`src/design/generator_voltage_regulator_top_defines.svh`:
```
// ----------------------------------------------------------------------------
// Generator voltage regulator: assertion macros
// Shared property forms for the clocked checks of the regulator.
// ----------------------------------------------------------------------------
`ifndef GENERATOR_VOLTAGE_REGULATOR_TOP_DEFINES_SVH
`define GENERATOR_VOLTAGE_REGULATOR_TOP_DEFINES_SVH

// The consequent holds in the same cycle as the antecedent.
`define GVR_ASSERT_NOW(lbl, ante, cons, msg) \
  lbl: assert property (@(posedge clk_i) disable iff (!rst_ni) (ante) |-> (cons)) \
    else $error(msg);

// The consequent holds in the cycle after the antecedent.
`define GVR_ASSERT_NEXT(lbl, ante, cons, msg) \
  lbl: assert property (@(posedge clk_i) disable iff (!rst_ni) (ante) |=> (cons)) \
    else $error(msg);

`endif

```
`src/design/gvr_pkg.sv`:
```
// ----------------------------------------------------------------------------
// Generator voltage regulator package
// Widths, reset values, codes and shared types of the regulator.
// ----------------------------------------------------------------------------
package gvr_pkg;

  localparam int WINDOW_SIZE = 10;
  localparam int IDX_W       = $clog2(WINDOW_SIZE);
  localparam int SAMPLE_W    = 10;
  localparam int DUTY_W      = 8;
  localparam int MODE_W      = 3;
  localparam int STATUS_W    = 2;
  localparam int CFG_IDX_W   = 2;
  localparam int SUM_W       = $clog2(1024 * WINDOW_SIZE);

  localparam logic [DUTY_W-1:0]   DUTY_MAX  = 8'd255;
  localparam logic [SAMPLE_W-1:0] POT_FULL  = 10'd1023;
  localparam logic [SAMPLE_W-1:0] THR_RST   = 10'd262;
  localparam logic [SAMPLE_W-1:0] LOWER_RST = 10'd238;
  localparam logic [SAMPLE_W-1:0] UPPER_RST = 10'd267;

  typedef enum logic [MODE_W-1:0] {
    MODE_CMP    = 3'd0,
    MODE_STEP   = 3'd1,
    MODE_AVG    = 3'd2,
    MODE_MAX    = 3'd3,
    MODE_WINDOW = 3'd4,
    MODE_MANUAL = 3'd5
  } mode_e;

  typedef enum logic [CFG_IDX_W-1:0] {
    REG_MODE      = 2'd0,
    REG_THRESHOLD = 2'd1,
    REG_LOWER     = 2'd2,
    REG_UPPER     = 2'd3
  } cfg_reg_e;

  typedef enum logic [STATUS_W-1:0] {
    WIN_OK   = 2'd0,
    WIN_LOW  = 2'd1,
    WIN_HIGH = 2'd2
  } win_status_e;

  typedef enum logic [1:0] {
    S_IDLE,
    S_SWEEP,
    S_DRAIN,
    S_RESULT
  } state_e;

  typedef struct packed {
    logic                wr_en;
    logic [IDX_W-1:0]    wr_addr;
    logic [SAMPLE_W-1:0] wr_data;
    logic                rd_en;
    logic [IDX_W-1:0]    rd_addr;
    logic                acc_clr;
  } ring_ctrl_t;

endpackage

```
`src/design/gvr_ring.sv`:
```
// ----------------------------------------------------------------------------
// Sample ring
// Window memory with a registered read, per-entry valid bits and a
// sum and maximum accumulator fed by the read data.
// ----------------------------------------------------------------------------
module gvr_ring
  import gvr_pkg::*;
(
  input  logic                clk_i,
  input  logic                rst_ni,
  input  ring_ctrl_t          ctrl_i,
  output logic [SUM_W-1:0]    sum_o,
  output logic [SAMPLE_W-1:0] max_o
);

  logic [SAMPLE_W-1:0]    mem_q [WINDOW_SIZE];
  logic [WINDOW_SIZE-1:0] entry_vld_q;
  logic [SAMPLE_W-1:0]    rd_data_q;
  logic [IDX_W-1:0]       rd_idx_q;
  logic                   rd_vld_q;
  logic [SUM_W-1:0]       sum_q;
  logic [SAMPLE_W-1:0]    max_q;
  logic [SAMPLE_W-1:0]    rd_word;

  always_ff @(posedge clk_i) begin
    if (ctrl_i.wr_en) begin
      mem_q[ctrl_i.wr_addr] <= ctrl_i.wr_data;
    end
    if (ctrl_i.rd_en) begin
      rd_data_q <= mem_q[ctrl_i.rd_addr];
      rd_idx_q  <= ctrl_i.rd_addr;
    end
  end

  // An entry never written since reset reads as zero.
  always_ff @(posedge clk_i or negedge rst_ni) begin
    if (!rst_ni) begin
      entry_vld_q <= '0;
      rd_vld_q    <= 1'b0;
    end else begin
      rd_vld_q <= ctrl_i.rd_en;
      if (ctrl_i.wr_en) begin
        entry_vld_q[ctrl_i.wr_addr] <= 1'b1;
      end
    end
  end

  assign rd_word = entry_vld_q[rd_idx_q] ? rd_data_q : '0;

  always_ff @(posedge clk_i) begin
    if (ctrl_i.acc_clr) begin
      sum_q <= '0;
      max_q <= '0;
    end else if (rd_vld_q) begin
      sum_q <= sum_q + SUM_W'(rd_word);
      if (rd_word > max_q) begin
        max_q <= rd_word;
      end
    end
  end

  assign sum_o = sum_q;
  assign max_o = max_q;

endmodule

```
`src/design/generator_voltage_regulator_top.sv`:
```
// ----------------------------------------------------------------------------
// Generator voltage regulator
// Per-sample drive decision: comparator, duty stepping, window average,
// window maximum, dead-band stepping with status, or manual duty.
//
// Channel  Direction  Handshake             Payload
// in       input      in_valid_i/in_stall_o sample_i, pot_sample_i
// out      output     out_valid_o/out_stall_i use_pwm_o, duty_o, level_o,
//                                           window_status_o
// cfg      input      cfg_we_i              cfg_idx_i, cfg_wdata_i
//
// In the average or maximum mode the accept cycle writes the ring, the
// sweep reads each ring entry in turn, the drain empties the read register
// and the result state loads the result. Other modes skip sweep and drain.
// Reset clears the ring valid bits, the write position and the duty counter.
// A stalled output holds its item; the next item is taken once the current
// one has moved into the output register.
// ----------------------------------------------------------------------------
module generator_voltage_regulator_top
  import gvr_pkg::*;
(
  input  logic                 clk_i,
  input  logic                 rst_ni,
  input  logic                 in_valid_i,
  output logic                 in_stall_o,
  input  logic [SAMPLE_W-1:0]  sample_i,
  input  logic [SAMPLE_W-1:0]  pot_sample_i,
  output logic                 out_valid_o,
  input  logic                 out_stall_i,
  output logic                 use_pwm_o,
  output logic [DUTY_W-1:0]    duty_o,
  output logic                 level_o,
  output logic [STATUS_W-1:0]  window_status_o,
  input  logic                 cfg_we_i,
  input  logic [CFG_IDX_W-1:0] cfg_idx_i,
  input  logic [SAMPLE_W-1:0]  cfg_wdata_i
);

  `include "generator_voltage_regulator_top_defines.svh"

  logic [MODE_W-1:0]   mode_q;
  logic [SAMPLE_W-1:0] threshold_q, lower_q, upper_q;
  state_e              state_q, state_d;
  logic [IDX_W-1:0]    cnt_q, cnt_d;
  logic [IDX_W-1:0]    wpos_q, wpos_d;
  logic [DUTY_W-1:0]   duty_cnt_q, duty_cnt_d;
  logic [SAMPLE_W-1:0] sample_q, pot_q;
  logic                out_valid_q;
  logic                use_pwm_q, level_q;
  logic [DUTY_W-1:0]   duty_q;
  logic [STATUS_W-1:0] status_q;

  ring_ctrl_t          ring_ctrl;
  logic [SUM_W-1:0]    ring_sum;
  logic [SAMPLE_W-1:0] ring_max;

  logic                in_acc, ring_mode, out_ld;
  logic                res_use_pwm, res_level;
  logic [DUTY_W-1:0]   res_duty;
  logic [STATUS_W-1:0] res_status;
  logic [SUM_W-1:0]    avg_lim;
  logic [17:0]         pot_prod;
  logic [DUTY_W-1:0]   pot_q0, pot_duty;
  logic [10:0]         pot_rem;

  always_ff @(posedge clk_i or negedge rst_ni) begin
    if (!rst_ni) begin
      mode_q      <= MODE_W'(MODE_WINDOW);
      threshold_q <= THR_RST;
      lower_q     <= LOWER_RST;
      upper_q     <= UPPER_RST;
    end else if (cfg_we_i) begin
      case (cfg_idx_i)
        REG_MODE:      mode_q      <= cfg_wdata_i[MODE_W-1:0];
        REG_THRESHOLD: threshold_q <= cfg_wdata_i;
        REG_LOWER:     lower_q     <= cfg_wdata_i;
        REG_UPPER:     upper_q     <= cfg_wdata_i;
        default:       ;
      endcase
    end
  end

  assign in_stall_o = (state_q != S_IDLE);
  assign in_acc     = in_valid_i && !in_stall_o;
  assign ring_mode  = (mode_q == MODE_AVG) || (mode_q == MODE_MAX);
  assign out_ld     = (state_q == S_RESULT) && (!out_valid_q || !out_stall_i);

  always_comb begin
    state_d           = state_q;
    cnt_d             = cnt_q;
    wpos_d            = wpos_q;
    ring_ctrl         = '0;
    ring_ctrl.wr_addr = wpos_q;
    ring_ctrl.wr_data = sample_i;
    ring_ctrl.rd_addr = cnt_q;
    case (state_q)
      S_IDLE: begin
        if (in_acc) begin
          if (ring_mode) begin
            ring_ctrl.wr_en   = 1'b1;
            ring_ctrl.acc_clr = 1'b1;
            wpos_d  = (wpos_q == IDX_W'(WINDOW_SIZE - 1)) ? '0 : wpos_q + 1'b1;
            cnt_d   = '0;
            state_d = S_SWEEP;
          end else begin
            state_d = S_RESULT;
          end
        end
      end
      S_SWEEP: begin
        ring_ctrl.rd_en = 1'b1;
        if (cnt_q == IDX_W'(WINDOW_SIZE - 1)) begin
          state_d = S_DRAIN;
        end else begin
          cnt_d = cnt_q + 1'b1;
        end
      end
      S_DRAIN: begin
        state_d = S_RESULT;
      end
      S_RESULT: begin
        if (out_ld) begin
          state_d = S_IDLE;
        end
      end
      default: begin
        state_d = S_IDLE;
      end
    endcase
  end

  // The average is at most the threshold exactly when the window sum stays
  // below (threshold + 1) * WINDOW_SIZE.
  assign avg_lim = SUM_W'(threshold_q) * SUM_W'(WINDOW_SIZE) + SUM_W'(WINDOW_SIZE - 1);

  // Manual duty: pot * 255 / 1023 with a shift estimate and one correction.
  assign pot_prod = {pot_q, 8'b0} - 18'(pot_q);
  assign pot_q0   = pot_prod[17:10];
  assign pot_rem  = {1'b0, pot_prod[9:0]} + 11'(pot_q0);
  assign pot_duty = (pot_rem >= 11'(POT_FULL)) ? pot_q0 + 1'b1 : pot_q0;

  always_comb begin
    res_use_pwm = 1'b0;
    res_duty    = '0;
    res_level   = 1'b0;
    res_status  = WIN_OK;
    duty_cnt_d  = duty_cnt_q;
    case (mode_q)
      MODE_STEP: begin
        if (sample_q > threshold_q) begin
          if (duty_cnt_q != '0) begin
            duty_cnt_d = duty_cnt_q - 1'b1;
          end
        end else if (duty_cnt_q != DUTY_MAX) begin
          duty_cnt_d = duty_cnt_q + 1'b1;
        end
        res_use_pwm = 1'b1;
        res_duty    = duty_cnt_d;
      end
      MODE_AVG: begin
        res_level = (ring_sum <= avg_lim);
      end
      MODE_MAX: begin
        res_level = (ring_max <= threshold_q);
      end
      MODE_WINDOW: begin
        if (sample_q < lower_q) begin
          res_status = WIN_LOW;
          if (duty_cnt_q != DUTY_MAX) begin
            duty_cnt_d = duty_cnt_q + 1'b1;
          end
        end else if (sample_q > upper_q) begin
          res_status = WIN_HIGH;
          if (duty_cnt_q != '0) begin
            duty_cnt_d = duty_cnt_q - 1'b1;
          end
        end
        res_use_pwm = 1'b1;
        res_duty    = duty_cnt_d;
      end
      MODE_MANUAL: begin
        res_use_pwm = 1'b1;
        res_duty    = pot_duty;
      end
      default: begin
        res_level = (sample_q <= threshold_q);
      end
    endcase
  end

  always_ff @(posedge clk_i or negedge rst_ni) begin
    if (!rst_ni) begin
      state_q     <= S_IDLE;
      cnt_q       <= '0;
      wpos_q      <= '0;
      duty_cnt_q  <= '0;
      out_valid_q <= 1'b0;
    end else begin
      state_q <= state_d;
      cnt_q   <= cnt_d;
      wpos_q  <= wpos_d;
      if (out_ld) begin
        duty_cnt_q  <= duty_cnt_d;
        out_valid_q <= 1'b1;
      end else if (!out_stall_i) begin
        out_valid_q <= 1'b0;
      end
    end
  end

  always_ff @(posedge clk_i) begin
    if (in_acc) begin
      sample_q <= sample_i;
      pot_q    <= pot_sample_i;
    end
    if (out_ld) begin
      use_pwm_q <= res_use_pwm;
      duty_q    <= res_duty;
      level_q   <= res_level;
      status_q  <= res_status;
    end
  end

  gvr_ring u_ring (
    .clk_i  (clk_i),
    .rst_ni (rst_ni),
    .ctrl_i (ring_ctrl),
    .sum_o  (ring_sum),
    .max_o  (ring_max)
  );

  assign out_valid_o     = out_valid_q;
  assign use_pwm_o       = use_pwm_q;
  assign duty_o          = duty_q;
  assign level_o         = level_q;
  assign window_status_o = status_q;

  `GVR_ASSERT_NEXT(a_accept_blocks, in_acc, in_stall_o, "item accepted while busy")
  `GVR_ASSERT_NOW(a_sweep_mode, state_q == S_SWEEP, ring_mode, "ring sweep outside ring modes")
  `GVR_ASSERT_NOW(a_result_src, $rose(out_valid_q), $past(state_q) == S_RESULT, "result without work")
  `GVR_ASSERT_NEXT(a_duty_step, 1'b1, (duty_cnt_q == $past(duty_cnt_q)) || (duty_cnt_q == $past(duty_cnt_q) + 8'd1) || (duty_cnt_q == $past(duty_cnt_q) - 8'd1), "duty counter jumped")

endmodule
```
`config.mk`:
```
export PLATFORM = sky130hd
export DESIGN_NAME = generator_voltage_regulator_top
export DESIGN_NICKNAME = d
export VERILOG_FILES = /design/src/design/gvr_pkg.sv /design/src/design/gvr_ring.sv /design/src/design/generator_voltage_regulator_top.sv
export VERILOG_INCLUDE_DIRS = /design/src /design/src/design
export SDC_FILE = /design/constraint.sdc
export NUM_CORES = 1
export LEC_CHECK = 0
export ABC_CLOCK_PERIOD_IN_PS = 6970
export BUFFER_PORTS_ARGS = -buffer_cell sky130_fd_sc_hd__buf_2
export CORE_MARGIN = 2
export CORE_UTILIZATION = 63
export CTS_CLUSTER_DIAMETER = 40
export DETAILED_ROUTE_END_ITERATION = 6
export HOLD_SLACK_MARGIN = 0.1
export PLACE_DENSITY = 0.82
export SYNTH_ARGS = -nofsm -noshare
export SYNTH_HDL_FRONTEND = slang
export SYNTH_SLANG_ARGS = --single-unit
```
`constraint.sdc`:
```
create_clock -name clk_i -period 6.97 [get_ports clk_i]
set_clock_uncertainty 0.1 [all_clocks]
set_input_delay 0.3485 -clock clk_i [delete_from_list [all_inputs] [get_ports clk_i]]
set_output_delay 0.3485 -clock clk_i [all_outputs]
set_load 0.05 [all_outputs]
```
Word-level counts from Yosys, hierarchy flattened --
Memories as Yosys holds them, arrays and structs flattened. A register that Yosys moved wholly into a read port is not among the register bits. Cells that the tools add are included.
Storage, ports and cells: bits in registers 123, RAM bits 100, bits of input ports 37, output and inout port bits 14, word-level logic and storage cells 125, memories 1
Memories:
- u_ring.mem_q | words 10, width 10, rd ports 1, clocked after memory_dff 1, write ports 1, RTL line gvr_ring.sv:16 | logic [SAMPLE_W-1:0] mem_q [WINDOW_SIZE];
Cells by class: add/sub/neg operators 9, multipliers 1, $lt $le $gt $ge 11, equality and inequality tests 20, multiplexer cells 35, bitwise logic cells 2, reductions and logical operators 25
Operators by type and width (number):
- $mux W8 | 6
- $gt A10 B10 Y1 | 3
- $pmux W8 S3 | 1
- $le A10 B10 Y1 | 2
- $sub A18 B10 Y18 | 1
- $add A8 B1 Y8 const B | 2
- $mux W4 | 4
- $pmux W8 S2 | 1
- $add A14 B10 Y14 | 1
- $add A14 B4 Y14 const B | 1
- $le A14 B14 Y1 | 1
- $mul A10 B3 Y13 const B | 1
- $mux W1 | 12
- $reduce_and A2 Y1 | 6
- $add A10 B8 Y11 | 1
- $ge A11 B10 Y1 const B | 1
- $lt A10 B10 Y1 | 1
- $lt A4 B5 Y1 const B | 2
- $mux W10 | 1
- $mux W2 | 5
- $ne A2 B2 Y1 const B | 5
- $or A10 B10 Y10 | 1
- $add A4 B1 Y4 const B | 2
- $eq A2 B2 Y1 const B | 4
- 25 further kinds | 38

Depth between registers and ports, before layout --
Gate-level depths: netlist of run 1.
word-level depth 7, mapped depth 18, gate-level depth less buffers 18

By module --
Synthesis of run 1 repeated with hierarchy kept, for this count alone.
Unflattened totals: cell total of the unflattened synthesis 1165, area, all modules 13397.8 sq um
Modules (own cells, without submodules):
- generator_voltage_regulator_top | times used 1, cells an instance 719, area an instance 6872.8 sq um, sequential area each 2279.7 sq um
- gvr_ring | times used 1, cells an instance 446, area an instance 6525.0 sq um, sequential area each 4179.0 sq um

Worst setup path after synthesis of run 1 --
No wires, ideal clock.
kind register -> register, from reg pot_q[0], to reg duty_q[6] (netlist: duty_o[6]) (data pin), library setup time 0.267 ns, arrival time 3.948 ns, required time 6.603 ns, path slack 2.655 ns, cell stages (with the launch flop) 17, path buffers 1, period minus slack after synthesis 4.315 ns, cell sequence edfxtp_1 > inv_1 > ha_1 > or3b_1 > buf_2 > nor3_1 > o21ai_0 > ha_1 > fa_1 > a211o_1 > and3_1 > nor4b_1 > o21ai_0 > maj3_2 > nor3b_4 > and3_1 > o31ai_1
Between the ends: longest elaborated chain between the ends 5, elaborated cells on any way between the ends 6, those cells by class add/sub (3); order compare (1); mux (2)
RTL lines:
- from (decl) | RTL line generator_voltage_regulator_top.sv:47 | logic [SAMPLE_W-1:0] sample_q, pot_q;
- from (signal assigned) | RTL line generator_voltage_regulator_top.sv:214 | pot_q <= pot_sample_i;
- $sub A18 B10 Y18 * | RTL line generator_voltage_regulator_top.sv:137 | assign pot_prod = {pot_q, 8'b0} - 18'(pot_q);
- $add A10 B8 Y11 | RTL line generator_voltage_regulator_top.sv:139 | assign pot_rem = {1'b0, pot_prod[9:0]} + 11'(pot_q0);
- $ge A11 B10 Y1 | RTL line generator_voltage_regulator_top.sv:140 | assign pot_duty = (pot_rem >= 11'(POT_FULL)) ? pot_q0 + 1'b1 : pot_q0;
- $mux W8 * | RTL line generator_voltage_regulator_top.sv:140
- $pmux W8 S3 * | RTL line generator_voltage_regulator_top.sv:148 | case (mode_q)
- net res_duty[6] | RTL line generator_voltage_regulator_top.sv:59 | logic [DUTY_W-1:0] res_duty;
- to (signal assigned) | RTL line generator_voltage_regulator_top.sv:218 | duty_q <= res_duty;
- to (decl) | RTL line generator_voltage_regulator_top.sv:50 | logic [DUTY_W-1:0] duty_q;
Mark *: on every way through the listed nets, which the timed path passes. The rest lies on a longest branch. A chain may end at the register's enable or synchronous reset.

Worst setup path in the final report of run 1 --
from reg pot_q[0], to reg duty_q[2] (netlist: duty_o[2]) (data pin)
Same word-level chain as after synthesis.

==> load_flow_metrics.sql, run 1 <==
INSERT INTO impl_metrics (metric_group, metric, value, unit) VALUES
('clocking', 'cts.htree.levels', '1', ''),
('finish', 'mostFrequentLayoutCells', 'edfxtp_1, ha_1, inv_1', ''),
('drt', 'wire_per_inst', '19.37', 'um'),
('setup_path', 'worstSetupStartpointType', 'register', ''),
('floorplanning', 'row_count', '52', ''),
('timing', 'timing.hold.ws', '0.1360', 'ns'),
('clocking', 'cts_made_buffers', '31', ''),
('synth', 'syn_area_per_cell', '11.60', 'um2'),
('timing', 'tightest_slew', '1.144', 'ns'),
('setup_path', 'crit-reg2reg-launch', 'pot_q[0]', ''),
('global_routing', 'antenna_found_initial', '0', ''),
('drt', 'route.detailed.vias_per_inst', '6.134', ''),
('finish', 'nNetsFinal', '1365', ''),
('power', 'power.leakage', '6.085', 'nW'),
('clocking', 'ctsRootBufferMaster', 'clkbuf_16', ''),
('min_path', 'hold_path.startpoint', 'cfg_idx_i[0]', ''),
('setup_path', 'cp_slowest_stage_delay', '0.51', 'ns'),
('setup_path', 'critical_path_required', '7.15', 'ns'),
('setup_path', 'end_kind', 'register', ''),
('setup_path', 'timing.critical_path.depth', '15', ''),
('min_path', 'timing.hold.worst.class', 'input port to register', ''),
('place', 'buffer_ports.inserted', '50', ''),
('clocking', 'post_cts_resized', '0', ''),
('setup_path', 'crit_path_max_fanout', '7', ''),
('finish', 'area_growth_syn_to_layout', '13.90', '%'),
('finish', 'antenna_cells', '0', ''),
('setup_path', 'critical_path_buf_inv_count', '1', ''),
('timing', 'final_period_minus_worst_setup_slack', '4.851', 'ns'),
('drt', 'first_iter_violations', '629', ''),
('synth', 'synthCells', '1136', ''),
('timing', 'setup_total_negative_slack', '0', 'ns'),
('floorplanning', 'floorplan.io_pins', '51', ''),
('synth', 'synth_edf_count', '146', ''),
('timing', 'finalCritPeriodShare', '69.60', '%'),
('setup_path', 'ff2ff_path_depth', '15', ''),
('synth', 'number_of_synthesis_warnings', '0', ''),
('setup_path', 'critical_path.slowest_cell', 'edfxtp_1', ''),
('place', 'gp_congestion', '0.8898', ''),
('global_routing', 'first_global_vias', '9136', ''),
('setup_path', 'critical_path_class', 'register to register', ''),
('clocking', 'holdBufCountCts', '32', ''),
('power', 'power.density_cell_area', '388.5', 'nW/um2'),
('timing', 'max_freq', '0.2061', 'GHz'),
('power', 'vdd_ir_drop_max', '0.2947', 'mV'),
('timing', 'setup_violations', '0', ''),
('floorplanning', 'design.die.area', '22090', 'um2'),
('floorplanning', 'design.core.area', '20360', 'um2'),
('clocking', 'clock_tree_from_tritoncts', 'done', ''),
('drt', 'routed-via-count', '9262', ''),
('global_routing', 'global_route.usage.total', '27.14', '%'),
('setup_path', 'timing.reg2reg.setup_slack', '2.12', 'ns'),
('floorplanning', 'die_h', '148.6', 'um'),
('synth', 'number_of_distinct_library_cells_after_synthesis', '79', ''),
('place', 'dp.final_hpwl', '19950', 'um'),
('clocking', 'clk_transition_reported_paths', '0.06', 'ns'),
('timing', 'timing_max_transition_violations_final', '0', ''),
('synth', 'ys_ff_latch', '233', ''),
('outcome', 'run_status', 'finished clean', ''),
('min_path', 'hold-path-cell-count', '3', ''),
('global_routing', 'maximum_number_of_pins_on_one_net_before_global_route_repair', '64', ''),
('job', 'cap_violations', '0', ''),
('setup_path', 'critical-path-top-delay-family', 'simple AND/OR/NAND/NOR gates', ''),
('min_path', 'min_delay_worst_endpoint', 'mode_q[1]', ''),
('synth', 'synth_async_sr_flop_share', '27.04', '%'),
('global_routing', 'global_route_wire_length_before_repair', '47360', 'um'),
('clocking', 'cts.path.max_buffers', '3', ''),
('floorplanning', 'initial_utilization', '64.71', '%'),
('clocking', 'clock_sink_count', '233', ''),
('drt', 'detail_route.drc_violations', '0', ''),
('floorplanning', 'die_w', '148.6', 'um'),
('finish', 'mostFrequentLayoutCell', 'edfxtp_1', '');
-- tightest hold or removal path, cell delays in order --
cell	delay (ns)
buf_2	0.11
nor3b_1	0.09
mux2_2	0.22
-- report_power, final --
group / internal (mW) / switching, mW / leakage, nW
Combinational: 0.968 / 1.19 / 3.30
Sequential: 1.77 / 0.351 / 2.29
Clock: 0.889 / 0.655 / 0.496
Total: 3.63 / 2.20 / 6.09
-- cells in the mapped netlist (6+ instances only) --
library cell / number / share of area, %
inv_1: 76 / 2.2
o31ai_1: 7 / 0.40
xor2_1: 14 / 0.93
dfxtp_1: 24 / 3.6
dfrtp_1: 49 / 9.3
a211oi_1: 16 / 0.91
nand2_1: 57 / 1.6
nand2b_1: 13 / 0.62
o21a_1: 9 / 0.51
ha_1: 110 / 10
clkbuf_1: 38 / 1.1
and2_1: 27 / 1.3
a31oi_1: 10 / 0.47
edfxtp_1: 146 / 33
nand3b_1: 8 / 0.46
dfstp_2: 14 / 2.8
nand4_1: 11 / 0.52
nor2b_1: 8 / 0.38
a21oi_1: 54 / 2.1
mux4_2: 23 / 3.9
o211ai_1: 13 / 0.74
xnor2_1: 32 / 2.1
mux2i_1: 32 / 2.4
and3_1: 6 / 0.28
nand3_1: 26 / 0.99
or2_2: 15 / 0.71
nor3_1: 20 / 0.76
o21ai_0: 40 / 1.5
a21o_1: 27 / 1.5
nor2_1: 74 / 2.1
mux2_2: 36 / 3.1
a221oi_1: 6 / 0.40
-- worst max path at each step --
| stage | start | end | slack, ns |
|---|---|---|---|
| after global placement | pot_q[0] | duty_o[6] | 2.32 |
| after detailed placement | pot_q[0] | duty_o[1] | 2.16 |
| after CTS | pot_q[0] | duty_o[2] | 2.14 |
| after floorplan | pot_q[0] | duty_o[6] | 2.66 |
| after global routing | pot_q[0] | duty_o[1] | 1.80 |
| final | pot_q[0] | duty_o[2] | 2.12 |
-- logic make-up after synthesis --
logic type	synth area share, %
AND/OR/NAND/NOR	12.14
flip-flops	49.01
AO/OA/AOI/OAI	11.72
buffers and inverters	3.523
adder cells (fa/ha/maj)	10.99
multiplexers	9.438
XOR/XNOR	3.181
-- metal layers --
layer / track usage, % / part of all wire [%] / vias up / wire [um]
met5: 0 / 0 / - / 0
met4: 7.048 / 2.4 / 0 / 695
met3: 4.479 / 5.9 / 55 / 1726
met2: 45.51 / 48 / 306 / 14100
met1: 37.22 / 43 / 4497 / 12720
li1: - / - / 4404 / -
-- metrics by stage --
step / area (um2) / utilization (%) / power, mW / setup WS, ns / std cells
floorplan: 13180 / - / 3.740 / 2.655 / 1136
finish: 15010 / 73.70 / 5.832 / 2.119 / 1510
global route: 15010 / 73.70 / 6.201 / 1.800 / 1510
detailed placement: 13660 / 67.10 / 4.255 / 2.157 / 1420
CTS: 15010 / 73.70 / 5.835 / 2.143 / 1510
global placement: 13660 / 67.10 / 4.164 / 2.316 / 1420
-- cell type report --
cell class	instances	area (um2)
Inverter	76	285.3
Sequential cell	233	6460
Fill cell	1363	5355
Clock inverter	24	227.7
Timing Repair Buffer	91	638.1
Multi-Input combinational cell	782	6264
Tap cell	270	337.8
Clock buffer	34	797.0
-- state kept, by name (all words and copies together) (netlist names) --
name and count:
u_ring.sum_o 14, cnt_q 4, duty_cnt_q 8, u_ring.mem_q 100
sample_q 10, u_ring.rd_vld_q 1, upper_q 10, out_valid_o 1
u_ring.entry_vld_q 10, wpos_q 4, threshold_q 10, u_ring.rd_data_q 10
state_q 2, use_pwm_o 1, duty_o 8, level_o 1
u_ring.rd_idx_q 4, lower_q 10, pot_q 10, mode_q 3
window_status_o 2, u_ring.max_o 10
No activity file was read; power rests on OpenSTA's default activity.
==> run 2: changes to the inputs <==
Settings changed: ABC_CLOCK_PERIOD_IN_PS 6970 to 4410, CORE_UTILIZATION 63 to 57, PLACE_DENSITY 0.82 to 0.78.
Clock period 6.97 ns to 4.41 ns, I/O delays scaled along.
==> load_flow_metrics.sql, run 2 (synthesis gave the netlist of run 1 again) <==
INSERT INTO impl_metrics (metric_group, metric, value, unit) VALUES
('timing', 'timing.final.ws_setup', '0.1359', 'ns'),
('drt', 'detail_route.drc_violations', '0', ''),
('drt', 'wire_per_inst', '19.59', 'um'),
('finish', 'nNetsFinal', '1401', ''),
('floorplanning', 'design.die.area', '24350', 'um2'),
('power', 'net_switching_power', '3.595', 'mW'),
('finish', 'drive_above_1_share', '21.06', '%'),
('place', 'dp.cells', '1459', ''),
('clocking', 'clock_tree_from_tritoncts', 'done', ''),
('timing', 'tightest_slew', '1.215', 'ns'),
('global_routing', 'antenna_found_initial', '1', ''),
('clocking', 'clk_transition_reported_paths', '0.06', 'ns'),
('global_routing', 'first_global_vias', '9180', ''),
('clocking', 'cts_made_buffers', '35', ''),
('power', 'share_seq_of_total_power', '34.6', '%'),
('finish', 'largest_reg_flops', '100', ''),
('floorplanning', 'design.core.area', '22640', 'um2'),
('drt', 'ant_nets', '0', ''),
('global_routing', 'global_route.usage.total', '25.45', '%'),
('setup_path', 'critical_path_class', 'register to register', ''),
('timing', 'setup_violations', '0', ''),
('outcome', 'run_status', 'finished clean', ''),
('place', 'dp.final_hpwl', '20420', 'um'),
('floorplanning', 'initial_utilization', '58.20', '%'),
('clocking', 'cts.path.max_buffers', '3', ''),
('finish', 'mostFrequentLayoutCells', 'edfxtp_1, ha_1, inv_1', ''),
('floorplanning', 'row_count', '55', ''),
('power', 'comb_power_share', '37.3', '%'),
('global_routing', 'maximum_number_of_pins_on_one_net_before_global_route_repair', '38', ''),
('global_routing', 'global_route_wire_length_before_repair', '48440', 'um'),
('finish', 'post-route-util', '68.52', '%'),
('floorplanning', 'floorplan.io_pins', '51', ''),
('clocking', 'ctsRootBufferMaster', 'clkbuf_16', ''),
('finish', 'area_growth_syn_to_layout', '17.73', '%'),
('drt', 'routed-via-count', '9395', ''),
('timing', 'maxSlewHeadroom', '18.99', '%'),
('floorplanning', 'die_h', '156.1', 'um'),
('timing', 'final_hold_viol_count', '0', ''),
('setup_path', 'crit_path_max_fanout', '8', ''),
('timing', 'timing.hold.ws', '0.1681', 'ns'),
('clocking', 'cts.htree.levels', '2', ''),
('place', 'dp_slack', '-0.02914', 'ns'),
('timing', 'finalCritPeriodShare', '96.92', '%'),
('power', 'power.share.clock', '28.1', '%'),
('finish', 'post_layout_nonfiller_instances', '1562', ''),
('drt', 'drt_pre_antenna_iters', '5', ''),
('power', 'power.leakage', '6.329', 'nW'),
('drt', 'first_iter_violations', '732', ''),
('setup_path', 'end_kind', 'register', ''),
('power', 'design_internal_power', '6.097', 'mW'),
('finish', 'num-fill-cells', '1595', ''),
('finish', 'mostFrequentLayoutCell', 'edfxtp_1', ''),
('setup_path', 'worstSetupStartpointType', 'register', ''),
('min_path', 'timing.hold.worst.class', 'input port to register', ''),
('floorplanning', 'die_w', '156.1', 'um'),
('job', 'cap_violations', '0', ''),
('drt', 'final_routed_wirelength', '30600', 'um'),
('power', 'vdd_ir_drop_max', '0.4010', 'mV'),
('setup_path', 'worstPathArrival', '4.41', 'ns'),
('drt', 'route.detailed.vias_per_inst', '6.015', ''),
('finish', 'antenna_cells', '0', ''),
('finish', 'largest-register', 'u_ring.mem_q', ''),
('clocking', 'clock_latency', '0.52', 'ns'),
('place', 'gp_congestion', '0.9266', ''),
('power', 'power.density_cell_area', '624.7', 'nW/um2'),
('power', 'power.share.switching', '37.09', '%'),
('timing', 'final_period_minus_worst_setup_slack', '4.274', 'ns'),
('timing', 'max_freq', '0.2340', 'GHz'),
('place', 'buffer_ports.inserted', '50', ''),
('timing', 'timing_max_transition_violations_final', '0', ''),
('global_routing', 'grt_overflow', '0', ''),
('clocking', 'clock_sink_count', '233', ''),
('setup_path', 'critical_path_required', '4.54', 'ns');
run 2: cell count changes in the layout (fill, tap and decap cells not counted), sizes merged:
cell,before,now
clkinv,12,10
clkbuf,34,45
clkinvlp,3,1
inv,84,82
dlygate4sd3,32,35
buf,59,88
run 2: power groups by stage:
stage          sequential [mW]  combinational [mW]  clock (mW)
3_3_place_gp              3.36                3.33           0
6_report                  3.35                3.61        2.72
2_1_floorplan             3.21                2.70           0
5_1_grt                   3.42                3.99        2.86
3_5_place_dp              3.37                3.44           0
4_1_cts                   3.35                3.52        2.76
run 2: layer usage:
metal	vias to the layer above	share of wire [%]	global-route usage [%]
li1	4466	-	-
met2	304	47	41.09
met3	66	5.8	4.361
met1	4557	44	35.58
met4	2	2.4	7.645
met5	-	0.039	0
run 2: stage by stage:
step / instance area [um2] / total power [mW] / TNS, ns
final: 15510 / 9.692 / 0
after global routing: 15510 / 10.27 / -0.2925
after CTS: 15390 / 9.623 / 0
after detailed placement: 13860 / 6.818 / -0.09246
after global placement: 13860 / 6.689 / 0
after floorplan: 13180 / 5.910 / 0
run 2: what timing repair did:
item	in CTS	in global routing
resized for setup	4	18
hold buffers	35	0
pin swaps	1	11
endpoints found under the setup margin	7	9
buffers inserted	0	5
endpoints found under the hold margin	187	0
run 2: worst paths after layout:
check	startpoint	endpoint	slack, ns	cells past startpoint
setup / recovery	pot_q[9]	duty_o[6]	0.14	16
hold / removal	cfg_we_i	mode_q[0]	0.17	3
setup reg to reg	pot_q[9]	duty_o[6]	0.14	16
hold reg to reg	u_ring.entry_vld_q[8]	u_ring.entry_vld_q[8]	0.36	1
max in group asynchronous	rst_ni	upper_q[3]	2.93	3
min in group asynchronous	rst_ni	u_ring.entry_vld_q[4]	0.29	2
run 2: cell type report:
cell class	instances	area, um2	share of cell area [%]
sequential	233	6460	41.64
multi-input combinational	782	6365	41.03
clock buffer	45	987.2	6.363
timing repair buffer	123	885.9	5.710
tap	285	356.6	2.299
inverter	76	285.3	1.839
clock inverter	18	173.9	1.121
run 2: worst max-delay path, stage by stage, from the launching register on:
cell and delay, ns:
edfxtp_1 0.40, inv_1 0.13, ha_4 0.25, a2111oi_4 0.44
nand2b_1 0.16, a22oi_2 0.25, inv_1 0.09, ha_1 0.33
or2_2 0.29, and3_1 0.21, buf_4 0.14, mux2i_1 0.14
o21ai_1 0.10, maj3_2 0.38, nor3b_4 0.30, and3_1 0.21
o31ai_1 0.08
==> run 3: changes to the inputs <==
Settings changed: ABC_AREA from default to 1.
==> load_flow_metrics.sql, run 3 <==
INSERT INTO impl_metrics (metric_group, metric, value, unit) VALUES
('outcome', 'run_status', 'finished clean', ''),
('clocking', 'clk_transition_reported_paths', '0.05', 'ns'),
('synth', 'most_instantiated_cells_after_synthesis', 'nand2_1, nor2_1, inv_1', ''),
('drt', 'ant_nets', '0', ''),
('clocking', 'clock_tree_from_tritoncts', 'done', ''),
('global_routing', 'first_global_vias', '10750', ''),
('drt', 'first_iter_violations', '761', ''),
('clocking', 'ctsRootBufferMaster', 'clkbuf_16', ''),
('finish', 'nNetsFinal', '1799', ''),
('synth', 'number_of_synthesis_warnings', '0', ''),
('finish', 'antenna_cells', '0', ''),
('floorplanning', 'floorplan.io_pins', '51', ''),
('place', 'dp.final_hpwl', '22040', 'um'),
('timing', 'max_freq', '0.2566', 'GHz'),
('power', 'power.density_cell_area', '647.8', 'nW/um2'),
('synth', 'synthCells', '1551', ''),
('setup_path', 'list_of_cells_traversed_by_the_critical_path', 'ha_1, ha_1, fa_1, nand3_1, nand3_1, xor2_1, nor2_1, nand2_1, nor2_1, nand3b_1, o21ai_0, inv_1, ha_1, nand2_1, nor2_1, nand3_1, o2111ai_1, nand2_1, nand3_1, nand3_1', ''),
('drt', 'routed-via-count', '10990', ''),
('power', 'power.leakage', '7.003', 'nW'),
('drt', 'final_routed_wirelength', '31330', 'um'),
('timing', 'setup_violations', '0', ''),
('floorplanning', 'die_w', '157.9', 'um'),
('timing', 'finalCritPeriodShare', '88.37', '%'),
('global_routing', 'antenna_found_initial', '1', ''),
('clocking', 'cts.path.max_buffers', '3', ''),
('clocking', 'cts_made_buffers', '36', ''),
('setup_path', 'worstSetupStartpointType', 'register', ''),
('setup_path', 'critical_path_class', 'register to register', ''),
('setup_path', 'end_kind', 'register', ''),
('clocking', 'clock_latency', '0.52', 'ns'),
('synth', 'synth.area.top_cells', 'edfxtp_1, ha_1, dfrtp_1, nand2_1, o21ai_0', ''),
('finish', 'regArea', '6459', 'um2'),
('synth', 'synth_area', '13510', 'um2'),
('synth', 'synth_async_sr_flop_share', '27.04', '%'),
('timing', 'tightest_slew', '0.9607', 'ns'),
('finish', 'multiInputGateArea', '6213', 'um2'),
('power', 'vdd_ir_drop_max', '0.4242', 'mV'),
('clocking', 'cts.htree.levels', '2', ''),
('finish', 'num-fill-cells', '1826', ''),
('power', 'comb_power_share', '40.3', '%'),
('drt', 'route.detailed.vias_per_inst', '5.504', ''),
('timing', 'timing.final.ws_setup', '0.5128', 'ns'),
('setup_path', 'worstPathArrival', '4.06', 'ns'),
('floorplanning', 'initial_utilization', '57.72', '%'),
('place', 'buffer_ports.inserted', '50', ''),
('timing', 'setup_total_negative_slack', '0', 'ns'),
('setup_path', 'cp_slowest_stage_delay', '0.55', 'ns'),
('synth', 'synthesized_nets', '1701', ''),
('finish', 'mostFrequentLayoutCell', 'nand2_1', ''),
('setup_path', 'critical_path_required', '4.57', 'ns'),
('drt', 'drt_pre_antenna_iters', '5', ''),
('setup_path', 'timing.critical_path.mode_cell', 'nand3_1', ''),
('place', 'dp_slack', '0.5506', 'ns'),
('power', 'power.share.clock', '28.3', '%'),
('setup_path', 'crit_path_max_fanout', '3', ''),
('power', 'net_switching_power', '4.106', 'mW'),
('global_routing', 'global_route.usage.total', '25.77', '%'),
('timing', 'timing_max_transition_violations_final', '0', ''),
('timing', 'final_period_minus_worst_setup_slack', '3.897', 'ns'),
('synth', 'synth_area_leader_cell', 'edfxtp_1', ''),
('min_path', 'timing.hold.worst.class', 'input port to async pin', ''),
('clocking', 'clock_sink_count', '233', ''),
('finish', 'drive_above_1_share', '11.09', '%'),
('floorplanning', 'design.core.area', '23400', 'um2'),
('synth', 'ys_ff_latch', '233', ''),
('setup_path', 'critical_path.slowest_cell', 'dfstp_2', ''),
('floorplanning', 'die_h', '157.9', 'um'),
('place', 'gp_congestion', '0.9120', ''),
('global_routing', 'maximum_number_of_pins_on_one_net_before_global_route_repair', '42', ''),
('synth', 'synth_most_common_cell', 'nand2_1', ''),
('synth', 'number_of_distinct_library_cells_after_synthesis', '50', ''),
('synth', 'synth-seq-area-share', '47.81', '%'),
('timing', 'final_hold_viol_count', '0', ''),
('finish', 'mostFrequentLayoutCells', 'nand2_1, nor2_1, inv_1', ''),
('drt', 'detail_route.drc_violations', '0', ''),
('timing', 'maxSlewHeadroom', '35.72', '%'),
('synth', 'ys_dominant_reg_cell', 'edfxtp_1', ''),
('synth', 'post-synth-top-area-fraction', '32.46', '%'),
('global_routing', 'grt_overflow', '0', ''),
('timing', 'grt_setup_unrepaired', 'no', ''),
('finish', 'largest-register', 'u_ring.mem_q', ''),
('global_routing', 'global_route_wire_length_before_repair', '51160', 'um'),
('synth', 'syn_area_per_cell', '8.709', 'um2'),
('power', 'share_seq_of_total_power', '31.4', '%'),
('clocking', 'post_cts_resized', '0', ''),
('drt', 'wire_per_inst', '15.70', 'um'),
('job', 'cap_violations', '0', ''),
('floorplanning', 'row_count', '56', ''),
('finish', 'area_growth_syn_to_layout', '16.02', '%'),
('synth', 'synth_edf_count', '146', ''),
('power', 'design_internal_power', '6.046', 'mW'),
('power', 'power.share.switching', '40.45', '%'),
('floorplanning', 'design.die.area', '24950', 'um2'),
('finish', 'largest_reg_flops', '100', '');
run 3: changes by cell type after synthesis, moves of 26 or more:
cell	delta
mux2_2	-36
nor2_1	+120
o22ai_1	+31
inv_1	+102
mux2i_1	-32
o21ai_0	+124
and2_1	-27
a21o_1	-26
nand2_1	+221
nand3_1	+80
run 3: cell type report:
cell class / instances / area share, %
clock buffers: 44 / 6.267
well taps: 319 / 2.547
clock inverters: 22 / 1.581
flip-flops and latches: 233 / 41.21
multi-input cells: 1099 / 39.65
repair buffers: 94 / 4.279
inverters: 185 / 4.463
run 3: final timing paths:
path	startpoint	to	slack, ns	depth (start not counted)
max in group asynchronous	rst_ni	threshold_q[1]	2.96	3
max	threshold_q[1]	level_o	0.51	20
max reg2reg	threshold_q[1]	level_o	0.51	20
min reg2reg	u_ring.entry_vld_q[8]	u_ring.entry_vld_q[8]	0.35	2
min in group clk_i	pot_sample_i[2]	pot_q[2]	0.31	2
min	rst_ni	duty_cnt_q[1]	0.30	2
run 3: power groups by stage:
| stage | combinational (mW) | clock, mW | sequential [mW] |
|---|---|---|---|
| 5_1_grt | 4.70 | 2.99 | 3.23 |
| 3_3_place_gp | 3.85 | 0 | 3.20 |
| 2_1_floorplan | 3.05 | 0 | 3.18 |
| 6_report | 4.09 | 2.88 | 3.19 |
| 4_1_cts | 4.07 | 2.91 | 3.18 |
| 3_5_place_dp | 4.00 | 0 | 3.21 |
run 3: what timing repair did:
item / 4_1_cts / 5_1_grt
hold buffers: 36 / 0
hold endpoints to repair: 186 / 0
buffers inserted: 0 / 0
run 3: logic make-up after synthesis:
family	Yosys count	synth area share (%)
flops	233	47.81
compound gates	290	11.48
simple gates	660	21.50
xor+xnor	36	2.390
fa+ha+maj	113	10.63
buf+inv	219	6.187
run 3: stage by stage:
stage                     power (mW)  cells  area (um2)  util (%)  hold slack (ns)
after detailed placement       7.213   1894       14080     60.17           0.2992
after floorplan                6.234   1551       13510         -          -0.1751
after global placement         7.049   1894       14080     60.17           0.2875
after CTS                      10.15   1996       15670     66.96           0.2973
after global routing           10.91   1996       15670     66.96           0.3129
final                          10.15   1996       15670     66.96           0.2977
run 3: critical path: cells and delay by family (launching register included):
family          cells  cell delay [ns]
compound gates      2             0.17
xor+xnor            1             0.20
fa+ha+maj           4             1.16
buf+inv             1             0.06
flops               1             0.55
simple gates       12             1.40
run 3: routing by layer:
| layer | track usage (%) | part of all wire [%] |
|---|---|---|
| met3 | 4.572 | 5.8 |
| met5 | 0 | 0.099 |
| met2 | 43.04 | 47 |
| met4 | 9.181 | 2.6 |
| met1 | 33.90 | 44 |
